File: config.mk
export PLATFORM = sky130hd
export DESIGN_NAME = nec_ir_pulse_decoder
export DESIGN_NICKNAME = d
export VERILOG_FILES = /design/src/necir_pkg.sv /design/src/nec_ir_pulse_decoder.sv /design/src/necir_div.sv /design/src/necir_ctrl.sv /design/src/necir_dpath.sv
export SDC_FILE = /design/constraint.sdc
export NUM_CORES = 1
export LEC_CHECK = 0
export BUFFER_PORTS_ARGS = -buffer_cell sky130_fd_sc_hd__clkbuf_2
export CAP_MARGIN = 20
export CORE_UTILIZATION = 30
export DETAILED_ROUTE_END_ITERATION = 12
export SYNTH_ARGS = -nofsm -noshare
export SYNTH_HDL_FRONTEND = slang
export SYNTH_SLANG_ARGS = --single-unit
File: constraint.sdc
create_clock -name clk -period 4.6 [get_ports clk]
set_input_delay 0.46 -clock clk [delete_from_list [all_inputs] [get_ports clk]]
set_output_delay 0.46 -clock clk [all_outputs]
set_load 0.03 [all_outputs]
File: src/necir_pkg.sv
`timescale 1ns / 1ps
// ----------------------------------------------------------------------------
// necir_pkg
// Shared types, constants and timing-window helper for the NEC pulse decoder.
// ----------------------------------------------------------------------------
package necir_pkg;

	// Decoded word length
	localparam int DATA_BITS_DEF = 32;

	// Field and datapath widths
	localparam int TICKS_W  = 15;
	localparam int RATE_W   = 8;
	localparam int MARGIN_W = 10;
	localparam int STATUS_W = 3;
	localparam int CODE_W   = 32;
	localparam int IDX_W    = 6;
	localparam int NUM_W    = 19;              // ticks*10 fits in 19 bits
	localparam int US_W     = NUM_W;           // quotient width
	localparam int TGT_W    = 14;
	localparam int SUM_W    = US_W + 1;
	localparam int DIV_STEPS = NUM_W;          // one quotient bit per cycle
	localparam int CNT_W    = $clog2(DIV_STEPS);

	// Pulse targets in microseconds
	localparam logic [TGT_W-1:0] HDR_MARK_US   = TGT_W'(9000);
	localparam logic [TGT_W-1:0] HDR_SPACE_US  = TGT_W'(4500);
	localparam logic [TGT_W-1:0] BIT_MARK_US   = TGT_W'(560);
	localparam logic [TGT_W-1:0] ONE_SPACE_US  = TGT_W'(1690);
	localparam logic [TGT_W-1:0] ZERO_SPACE_US = TGT_W'(560);
	localparam logic [TGT_W-1:0] END_MARK_US   = TGT_W'(560);
	localparam logic [TGT_W-1:0] END_SPACE_US  = TGT_W'(0);

	// Result status codes
	localparam logic [STATUS_W-1:0] STAT_OK     = 3'd0;
	localparam logic [STATUS_W-1:0] STAT_SHORT  = 3'd1;
	localparam logic [STATUS_W-1:0] STAT_HEADER = 3'd2;
	localparam logic [STATUS_W-1:0] STAT_BIT    = 3'd3;
	localparam logic [STATUS_W-1:0] STAT_END    = 3'd4;

	// Configuration register indexes
	typedef enum logic [1:0] {
		REG_TICKS  = 2'd0,
		REG_MARGIN = 2'd1,
		REG_LEVEL  = 2'd2
	} reg_idx_t;

	// Reset values of the configuration registers
	localparam logic [RATE_W-1:0]   TICKS_RST  = 8'd8;
	localparam logic [MARGIN_W-1:0] MARGIN_RST = 10'd60;
	localparam logic                LEVEL_RST  = 1'b0;

	// Controller to datapath
	typedef struct packed {
		logic load;      // capture item, start both divisions
		logic step;      // one division step
		logic update;    // commit decode state, emit result on last item
	} ctrl_cmd_t;

	// Datapath to controller
	typedef struct packed {
		logic last;      // captured item closes the capture
	} dp_stat_t;

	// Strict window: tgt - m < us < tgt + m, kept unsigned
	function automatic logic near_us(input logic [US_W-1:0] us,
			input logic [MARGIN_W-1:0] m, input logic [TGT_W-1:0] tgt);
		logic [SUM_W-1:0] lo_sum;
		logic [SUM_W-1:0] hi_sum;
		lo_sum = SUM_W'(us) + SUM_W'(m);
		hi_sum = SUM_W'(tgt) + SUM_W'(m);
		return (lo_sum > SUM_W'(tgt)) && (SUM_W'(us) < hi_sum);
	endfunction

endpackage

File: src/nec_ir_pulse_decoder.sv
`timescale 1ns / 1ps
// ----------------------------------------------------------------------------
// nec_ir_pulse_decoder
// NEC infrared frame decoder fed with received pulse items, APB configured.
// ----------------------------------------------------------------------------
// Result: after the last item of a capture is accepted, the dividers step
//   and a commit state registers the result, held while a prior one stalls.
// Items: one is taken only after the last is committed; the bit-serial
//   tick-to-us dividers give one quotient bit per cycle, both in parallel.
// Reset: arst_n clears the sequencer, decode state and result valid at once;
//   configuration returns to 8 ticks per 10 us, 60 us margin, active low.
// ----------------------------------------------------------------------------
module nec_ir_pulse_decoder #(
	parameter int DATA_BITS = necir_pkg::DATA_BITS_DEF
) (
	input  logic                           clk,
	input  logic                           arst_n,
	// item input
	input  logic                           in_valid,
	output logic                           in_stall,
	input  logic                           first_level,
	input  logic [necir_pkg::TICKS_W-1:0]  first_ticks,
	input  logic                           second_level,
	input  logic [necir_pkg::TICKS_W-1:0]  second_ticks,
	input  logic                           last_item,
	// result output
	output logic                           out_valid,
	input  logic                           out_stall,
	output logic [necir_pkg::STATUS_W-1:0] status,
	output logic [necir_pkg::CODE_W-1:0]   code,
	// configuration port
	input  logic                           psel,
	input  logic                           penable,
	input  logic                           pwrite,
	input  logic [3:0]                     paddr,
	input  logic [31:0]                    pwdata,
	output logic [31:0]                    prdata,
	output logic                           pready
);
	import necir_pkg::*;

	logic [RATE_W-1:0]   ticks_q;
	logic [MARGIN_W-1:0] margin_q;
	logic                level_q;
	logic                cfg_wr;
	reg_idx_t            reg_sel;

	ctrl_cmd_t cmd;
	dp_stat_t  stat;

	// Registers sit on word addresses; the low two address bits are ignored
	assign pready  = 1'b1;
	assign reg_sel = reg_idx_t'(paddr[3:2]);
	assign cfg_wr  = psel && penable && pwrite && pready;

	always_ff @(posedge clk or negedge arst_n) begin
		if (!arst_n) begin
			ticks_q  <= TICKS_RST;
			margin_q <= MARGIN_RST;
			level_q  <= LEVEL_RST;
		end else if (cfg_wr) begin
			unique case (reg_sel)
				REG_TICKS:  ticks_q  <= pwdata[RATE_W-1:0];
				REG_MARGIN: margin_q <= pwdata[MARGIN_W-1:0];
				REG_LEVEL:  level_q  <= pwdata[0];
				default: ;
			endcase
		end
	end

	// Read back; unmapped addresses read as zero
	always_comb begin
		prdata = '0;
		unique case (reg_sel)
			REG_TICKS:  prdata = 32'(ticks_q);
			REG_MARGIN: prdata = 32'(margin_q);
			REG_LEVEL:  prdata = 32'(level_q);
			default:    prdata = '0;
		endcase
	end

	// Sequencer: accept in idle, divide, then commit the item
	necir_ctrl u_ctrl (
		.clk       (clk),
		.arst_n    (arst_n),
		.in_valid  (in_valid),
		.in_stall  (in_stall),
		.out_valid (out_valid),
		.out_stall (out_stall),
		.stat      (stat),
		.cmd       (cmd)
	);

	// Conversion, window checks, shift word and result registers
	necir_dpath #(
		.DATA_BITS (DATA_BITS)
	) u_dpath (
		.clk              (clk),
		.arst_n           (arst_n),
		.cmd              (cmd),
		.stat             (stat),
		.first_level      (first_level),
		.first_ticks      (first_ticks),
		.second_level     (second_level),
		.second_ticks     (second_ticks),
		.last_item        (last_item),
		.ticks_per_ten_us (ticks_q),
		.margin_us        (margin_q),
		.active_level     (level_q),
		.status           (status),
		.code             (code)
	);

	// An accepted item keeps the input stalled while it is worked on
	a_busy_after_accept: assert property (@(posedge clk) disable iff (!arst_n)
		in_valid && !in_stall |=> in_stall)
		else $error("input not stalled after accepting an item");

	// A failed or short capture never carries a code
	a_code_zero_on_error: assert property (@(posedge clk) disable iff (!arst_n)
		out_valid && (status != STAT_OK) |-> code == '0)
		else $error("nonzero code with error status");

	// Only defined status codes leave the block
	a_status_range: assert property (@(posedge clk) disable iff (!arst_n)
		out_valid |-> (status == STAT_OK) || (status == STAT_SHORT) ||
			(status == STAT_HEADER) || (status == STAT_BIT) || (status == STAT_END))
		else $error("undefined status code");

	// A new result only follows an item being processed
	a_result_from_work: assert property (@(posedge clk) disable iff (!arst_n)
		$rose(out_valid) |-> $past(in_stall))
		else $error("result appeared without an item in flight");

endmodule

File: src/necir_div.sv
`timescale 1ns / 1ps
// ----------------------------------------------------------------------------
// necir_div
// Restoring divider, one quotient bit per step, numerator register reused
// for the quotient.
// ----------------------------------------------------------------------------
module necir_div (
	input  logic                        clk,
	input  logic                        load,
	input  logic                        step,
	input  logic [necir_pkg::NUM_W-1:0] numer,
	input  logic [necir_pkg::RATE_W-1:0] divisor,
	output logic [necir_pkg::US_W-1:0]  quot
);
	import necir_pkg::*;

	logic [NUM_W-1:0]  n_q;
	logic [RATE_W-1:0] r_q;
	logic [RATE_W:0]   r_sh;
	logic [RATE_W:0]   diff;
	logic              ge;

	assign r_sh = {r_q, n_q[NUM_W-1]};
	assign diff = r_sh - {1'b0, divisor};
	assign ge   = (r_sh >= {1'b0, divisor});

	always_ff @(posedge clk) begin
		if (load) begin
			n_q <= numer;
			r_q <= '0;
		end else if (step) begin
			r_q <= ge ? diff[RATE_W-1:0] : r_sh[RATE_W-1:0];
			n_q <= {n_q[NUM_W-2:0], ge};
		end
	end

	assign quot = n_q;

endmodule

File: src/necir_ctrl.sv
`timescale 1ns / 1ps
// ----------------------------------------------------------------------------
// necir_ctrl
// Sequencer: accept an item, run the division steps, commit, emit result.
// ----------------------------------------------------------------------------
module necir_ctrl (
	input  logic                  clk,
	input  logic                  arst_n,
	input  logic                  in_valid,
	output logic                  in_stall,
	output logic                  out_valid,
	input  logic                  out_stall,
	input  necir_pkg::dp_stat_t   stat,
	output necir_pkg::ctrl_cmd_t  cmd
);
	import necir_pkg::*;

	typedef enum logic [2:0] {
		S_IDLE = 3'b001,
		S_DIV  = 3'b010,
		S_UPD  = 3'b100
	} state_t;

	state_t           state_q;
	state_t           state_n;
	logic [CNT_W-1:0] cnt_q;
	logic             accept;
	logic             blocked;

	assign accept  = in_valid && (state_q == S_IDLE);
	// Hold the commit of a last item while an earlier result still waits
	assign blocked = stat.last && out_valid && out_stall;

	assign in_stall   = (state_q != S_IDLE);
	assign cmd.load   = accept;
	assign cmd.step   = (state_q == S_DIV);
	assign cmd.update = (state_q == S_UPD) && !blocked;

	always_comb begin
		state_n = state_q;
		unique case (state_q)
			S_IDLE: if (accept) state_n = S_DIV;
			S_DIV:  if (cnt_q == '0) state_n = S_UPD;
			S_UPD:  if (!blocked) state_n = S_IDLE;
			default: state_n = S_IDLE;
		endcase
	end

	always_ff @(posedge clk or negedge arst_n) begin
		if (!arst_n) begin
			state_q   <= S_IDLE;
			cnt_q     <= '0;
			out_valid <= 1'b0;
		end else begin
			state_q <= state_n;
			if (accept) begin
				cnt_q <= CNT_W'(DIV_STEPS - 1);
			end else if (cmd.step) begin
				cnt_q <= cnt_q - 1'b1;
			end
			if (cmd.update && stat.last) begin
				out_valid <= 1'b1;
			end else if (!out_stall) begin
				out_valid <= 1'b0;
			end
		end
	end

endmodule

File: src/necir_dpath.sv
`timescale 1ns / 1ps
// ----------------------------------------------------------------------------
// necir_dpath
// Item capture, tick-to-microsecond conversion, pulse checks, decode state
// and result registers.
// ----------------------------------------------------------------------------
module necir_dpath #(
	parameter int DATA_BITS = necir_pkg::DATA_BITS_DEF
) (
	input  logic                           clk,
	input  logic                           arst_n,
	input  necir_pkg::ctrl_cmd_t           cmd,
	output necir_pkg::dp_stat_t            stat,
	input  logic                           first_level,
	input  logic [necir_pkg::TICKS_W-1:0]  first_ticks,
	input  logic                           second_level,
	input  logic [necir_pkg::TICKS_W-1:0]  second_ticks,
	input  logic                           last_item,
	input  logic [necir_pkg::RATE_W-1:0]   ticks_per_ten_us,
	input  logic [necir_pkg::MARGIN_W-1:0] margin_us,
	input  logic                           active_level,
	output logic [necir_pkg::STATUS_W-1:0] status,
	output logic [necir_pkg::CODE_W-1:0]   code
);
	import necir_pkg::*;

	localparam logic [IDX_W-1:0] ITEM_TOTAL = IDX_W'(DATA_BITS + 2);
	localparam logic [IDX_W-1:0] BIT_LAST   = IDX_W'(DATA_BITS);
	localparam logic [IDX_W-1:0] IDX_MAX    = '1;

	logic                 fl_q;
	logic                 sl_q;
	logic                 last_q;
	logic [IDX_W-1:0]     idx_q;
	logic [DATA_BITS-1:0] shift_q;
	logic [STATUS_W-1:0]  err_q;

	logic [RATE_W-1:0]    divisor;
	logic [NUM_W-1:0]     numer_a;
	logic [NUM_W-1:0]     numer_b;
	logic [US_W-1:0]      mark_us;
	logic [US_W-1:0]      space_us;

	logic                 lvl_ok;
	logic                 hdr_ok;
	logic                 one_ok;
	logic                 zero_ok;
	logic                 end_ok;
	logic [IDX_W-1:0]     idx_n;
	logic [DATA_BITS-1:0] shift_n;
	logic [STATUS_W-1:0]  err_n;
	logic [STATUS_W-1:0]  res_status;

	// A zero rate divides by one
	assign divisor = (ticks_per_ten_us == '0) ? RATE_W'(1) : ticks_per_ten_us;
	assign numer_a = NUM_W'({first_ticks, 3'b000}) + NUM_W'({first_ticks, 1'b0});
	assign numer_b = NUM_W'({second_ticks, 3'b000}) + NUM_W'({second_ticks, 1'b0});

	necir_div u_div_mark (
		.clk     (clk),
		.load    (cmd.load),
		.step    (cmd.step),
		.numer   (numer_a),
		.divisor (divisor),
		.quot    (mark_us)
	);

	necir_div u_div_space (
		.clk     (clk),
		.load    (cmd.load),
		.step    (cmd.step),
		.numer   (numer_b),
		.divisor (divisor),
		.quot    (space_us)
	);

	always_ff @(posedge clk) begin
		if (cmd.load) begin
			fl_q   <= first_level;
			sl_q   <= second_level;
			last_q <= last_item;
		end
	end

	assign stat.last = last_q;

	assign lvl_ok  = (fl_q == active_level) && (sl_q != active_level);
	assign hdr_ok  = lvl_ok && near_us(mark_us, margin_us, HDR_MARK_US)
		&& near_us(space_us, margin_us, HDR_SPACE_US);
	assign one_ok  = lvl_ok && near_us(mark_us, margin_us, BIT_MARK_US)
		&& near_us(space_us, margin_us, ONE_SPACE_US);
	assign zero_ok = lvl_ok && near_us(mark_us, margin_us, BIT_MARK_US)
		&& near_us(space_us, margin_us, ZERO_SPACE_US);
	assign end_ok  = lvl_ok && near_us(mark_us, margin_us, END_MARK_US)
		&& near_us(space_us, margin_us, END_SPACE_US);

	always_comb begin
		err_n   = err_q;
		shift_n = shift_q;
		if ((err_q == STAT_OK) && (idx_q < ITEM_TOTAL)) begin
			if (idx_q == '0) begin
				if (!hdr_ok) err_n = STAT_HEADER;
			end else if (idx_q <= BIT_LAST) begin
				// one is tested first when both windows match
				if (one_ok) begin
					shift_n = {shift_q[DATA_BITS-2:0], 1'b1};
				end else if (zero_ok) begin
					shift_n = {shift_q[DATA_BITS-2:0], 1'b0};
				end else begin
					err_n = STAT_BIT;
				end
			end else begin
				if (!end_ok) err_n = STAT_END;
			end
		end
		idx_n = (idx_q != IDX_MAX) ? idx_q + 1'b1 : idx_q;
		if (idx_n < ITEM_TOTAL) begin
			res_status = STAT_SHORT;
		end else begin
			res_status = err_n;
		end
	end

	always_ff @(posedge clk or negedge arst_n) begin
		if (!arst_n) begin
			idx_q   <= '0;
			shift_q <= '0;
			err_q   <= STAT_OK;
		end else if (cmd.update) begin
			if (last_q) begin
				idx_q   <= '0;
				shift_q <= '0;
				err_q   <= STAT_OK;
			end else begin
				idx_q   <= idx_n;
				shift_q <= shift_n;
				err_q   <= err_n;
			end
		end
	end

	always_ff @(posedge clk) begin
		if (cmd.update && last_q) begin
			status <= res_status;
			code   <= (res_status == STAT_OK) ? CODE_W'(shift_n) : '0;
		end
	end

endmodule
==> reports/metrics.yaml <==
synthesis:
  yosys.area.top_type: "edfxtp_1"
  synth_top_area_share_pct: 17.2
  yosys_register_bits: 161
  synth_cells: 1529
  synth.most_common_cell: "nand2_1"
  yosys_warnings: 0
  avgSynthCellArea_sq_um: 8.67
  async_reset_ff_share_pct: 42.9
  synth-edff-count: 76
  synth_area_sq_um: 13300
  synth_common_cells: "nand2_1, o21ai_0, ha_1"
  synth_area_leaders: "edfxtp_1, ha_1, dfrtp_1"
  ys.flop_type: "edfxtp_1"
  synth.distinct_cells: 96
  synth_seq_area_share_pct: 32.7
cells_and_area:
  fin_nets: 1818
  drive_gt1_share_pct: 15.2
  diodes: 0
  postLayoutCoreUtil_pct: 34.9
  stdcell_count: 2207
  area_delta_synth_final_pct: 14.3
run_status:
  status: "completed"
floorplan:
  rows: 76
  die_h_microns: 212
  die_w_microns: 212
  core_area_sq_um: 43400
  ioPinCount: 146
  start_util_pct: 30.6
  die_area_sq_um: 45100
sta:
  timing.final.crit_period_ns: 4.27
  fin_skew_ns: 0.0178
  tightestPinTransition_ns: 0.993
  period_share_pct: 92.9
  fin_setup_tns_ns: 0
  slew_headroom_pct: 33.8
  drv_slew: 0
  setup_slack_ns: 0.329
  setup_viol: 0
  rsz0062_at_grt: "false"
  max_freq_mhz: 234
  final_hold_viol_count: 0
detailed_routing:
  totalWireLength_mm: 35.4
  drc: 0
  avgRoutedWirePerCell_microns: 16.0
  initialDrtViolationCount: 811
  drt.antenna.violating_nets: 0
  drtPass1Iterations: 5
  routed_via_density: 5.17
  vias: 11400
global_routing:
  grt_pass1_wl_mm: 57.0
  grt_usage_pct: 16.0
  overflow: 0
  antenna_found_initial: 0
  grt_pass1_vias: 10700
  grt_max_degree: 75
cts:
  clockBufferDepth: 2
  cts-htree-levels: 4
  cts_tree: "done"
  root_buffer: "clkbuf_16"
  clk_pin_slew_ns: 0.08
  cts.sinks: 161
  postCtsResizedCells: 0
  cts_hold_buf: 0
  postCtsSetupRepairBufs: 0
  numCtsBuffers: 17
  clock_latency_ns: 0.46
setup_path:
  cpPeakStageDelay_ns: 0.55
  startpoint_type: "register"
  path_cells: "ha_1 > inv_1 > fa_1 > or2_1 > a221oi_4 > o21ai_2 > a221o_1 > nand4_2 > a311oi_2 > a311oi_1 > buf_4 > a31oi_1 > or4_1 > buf_12 > a211oi_2"
  cp-end-kind: "register"
  r2r-start: "margin_q[0]"
  cp.buffers_inverters: 3
  required_ns: 4.85
  cpLargestDelayFamily: "compound AO/OA/AOI/OAI gates"
  slowest_stage: "or4_1"
  rr_endpoint: "u_dpath.code[14]"
  reg2reg_slack_ns: 0.33
  crit_path_max_fanout: 32
  ff2ff_path_depth: 15
  worstSetupPathType: "register to register"
  arrival_ns: 4.52
placed_design:
  globalplace.congestion: 0.860
  place_ws_ns: 0.394
  dp.cells: 2174
  port_buffers: 98
  place_hpwl_mm: 26.4
power:
  p_total_mw: 8.88
  power_density_nw_per_um2: 586
  ir_worst_vdd_v: 0.000312
  leakagePower_nw: 6.17
hold_path:
  hold_class: "input pin to asynchronous set/reset pin"
flow_run:
  cap_violations: 0
[sequential cells by signal, indices dropped and copies added, names as in the netlist, 3 cells and up]
name,cells
u_dpath.u_div_mark.quot,19
u_dpath.status,3
margin_q,10
u_ctrl.cnt_q,5
u_dpath.u_div_space.r_q,8
u_dpath.code,32
u_ctrl.state_q,3
u_dpath.u_div_space.quot,19
ticks_q,8
u_dpath.shift_q,32
u_dpath.err_q,3
u_dpath.idx_q,6
u_dpath.u_div_mark.r_q,8
[worst max-delay path by stage]
stage	slack [ns]	endpoint	start	cells after the start
2_1_floorplan	0.53	u_dpath.code[11]	margin_q[7]	15
3_3_place_gp	0.44	u_dpath.code[31]	margin_q[0]	15
3_5_place_dp	0.39	u_dpath.code[31]	margin_q[5]	12
4_1_cts	0.37	u_dpath.code[31]	margin_q[5]	12
5_1_grt	0.02	u_dpath.code[31]	margin_q[4]	19
6_report	0.33	u_dpath.code[14]	margin_q[0]	15
[power by group]
part | leakage (nW) | total, mW | internal (mW) | switching (mW)
logic | 4.18 | 4.88 | 1.91 | 2.97
registers | 1.66 | 2.35 | 1.93 | 0.427
clock network | 0.326 | 1.65 | 1.03 | 0.624
total | 6.17 | 8.88 | 4.86 | 4.02
[cells by family after synthesis]
group / count (synthesis) / synth area share (%)
fa+ha+maj: 133 / 12.9
other cells: 2 / 0.0566
buf+inv: 170 / 5.92
flops: 161 / 32.7
simple gates: 550 / 20.5
mux: 30 / 2.30
xor+xnor: 62 / 4.09
compound gates: 421 / 21.5
[cells in the final DEF, fill, tap and decap left out, types with 26 or more instances in the layout]
master,n
a211oi_2,29
clkbuf_2,97
nand3_1,110
and2_1,39
inv_1,69
nor2_1,97
a21oi_1,61
dfrtp_1,63
xnor2_1,40
o21ai_0,146
edfxtp_1,76
buf_4,34
o21ai_1,35
ha_1,127
mux2i_1,26
nand2_1,169
[final cells by class]
cell class | instances | area (sq um)
clock buffer | 20 | 478
clock inverter | 12 | 200
fill | 4462 | 28200
inverter | 72 | 270
multi-input combinational | 1219 | 8250
sequential | 161 | 4340
tap | 585 | 732
timing repair buffer | 138 | 888
[metal layers]
metal	GRT usage (%)	wire length, microns	share of wire [%]
met1	22.3	17000	48
met2	25.8	16300	46
met3	1.96	1430	4.0
met4	5.01	599	1.7
met5	0	0	0
[stage by stage]
stage                     hold WS (ns)  cell area, sq um
after global routing             0.185             15200
after CTS                        0.174             15100
final                            0.151             15200
after detailed placement         0.450             14400
after floorplan                  0.164             13300
after global placement           0.442             14400
(Power assumes the default switching activity.)
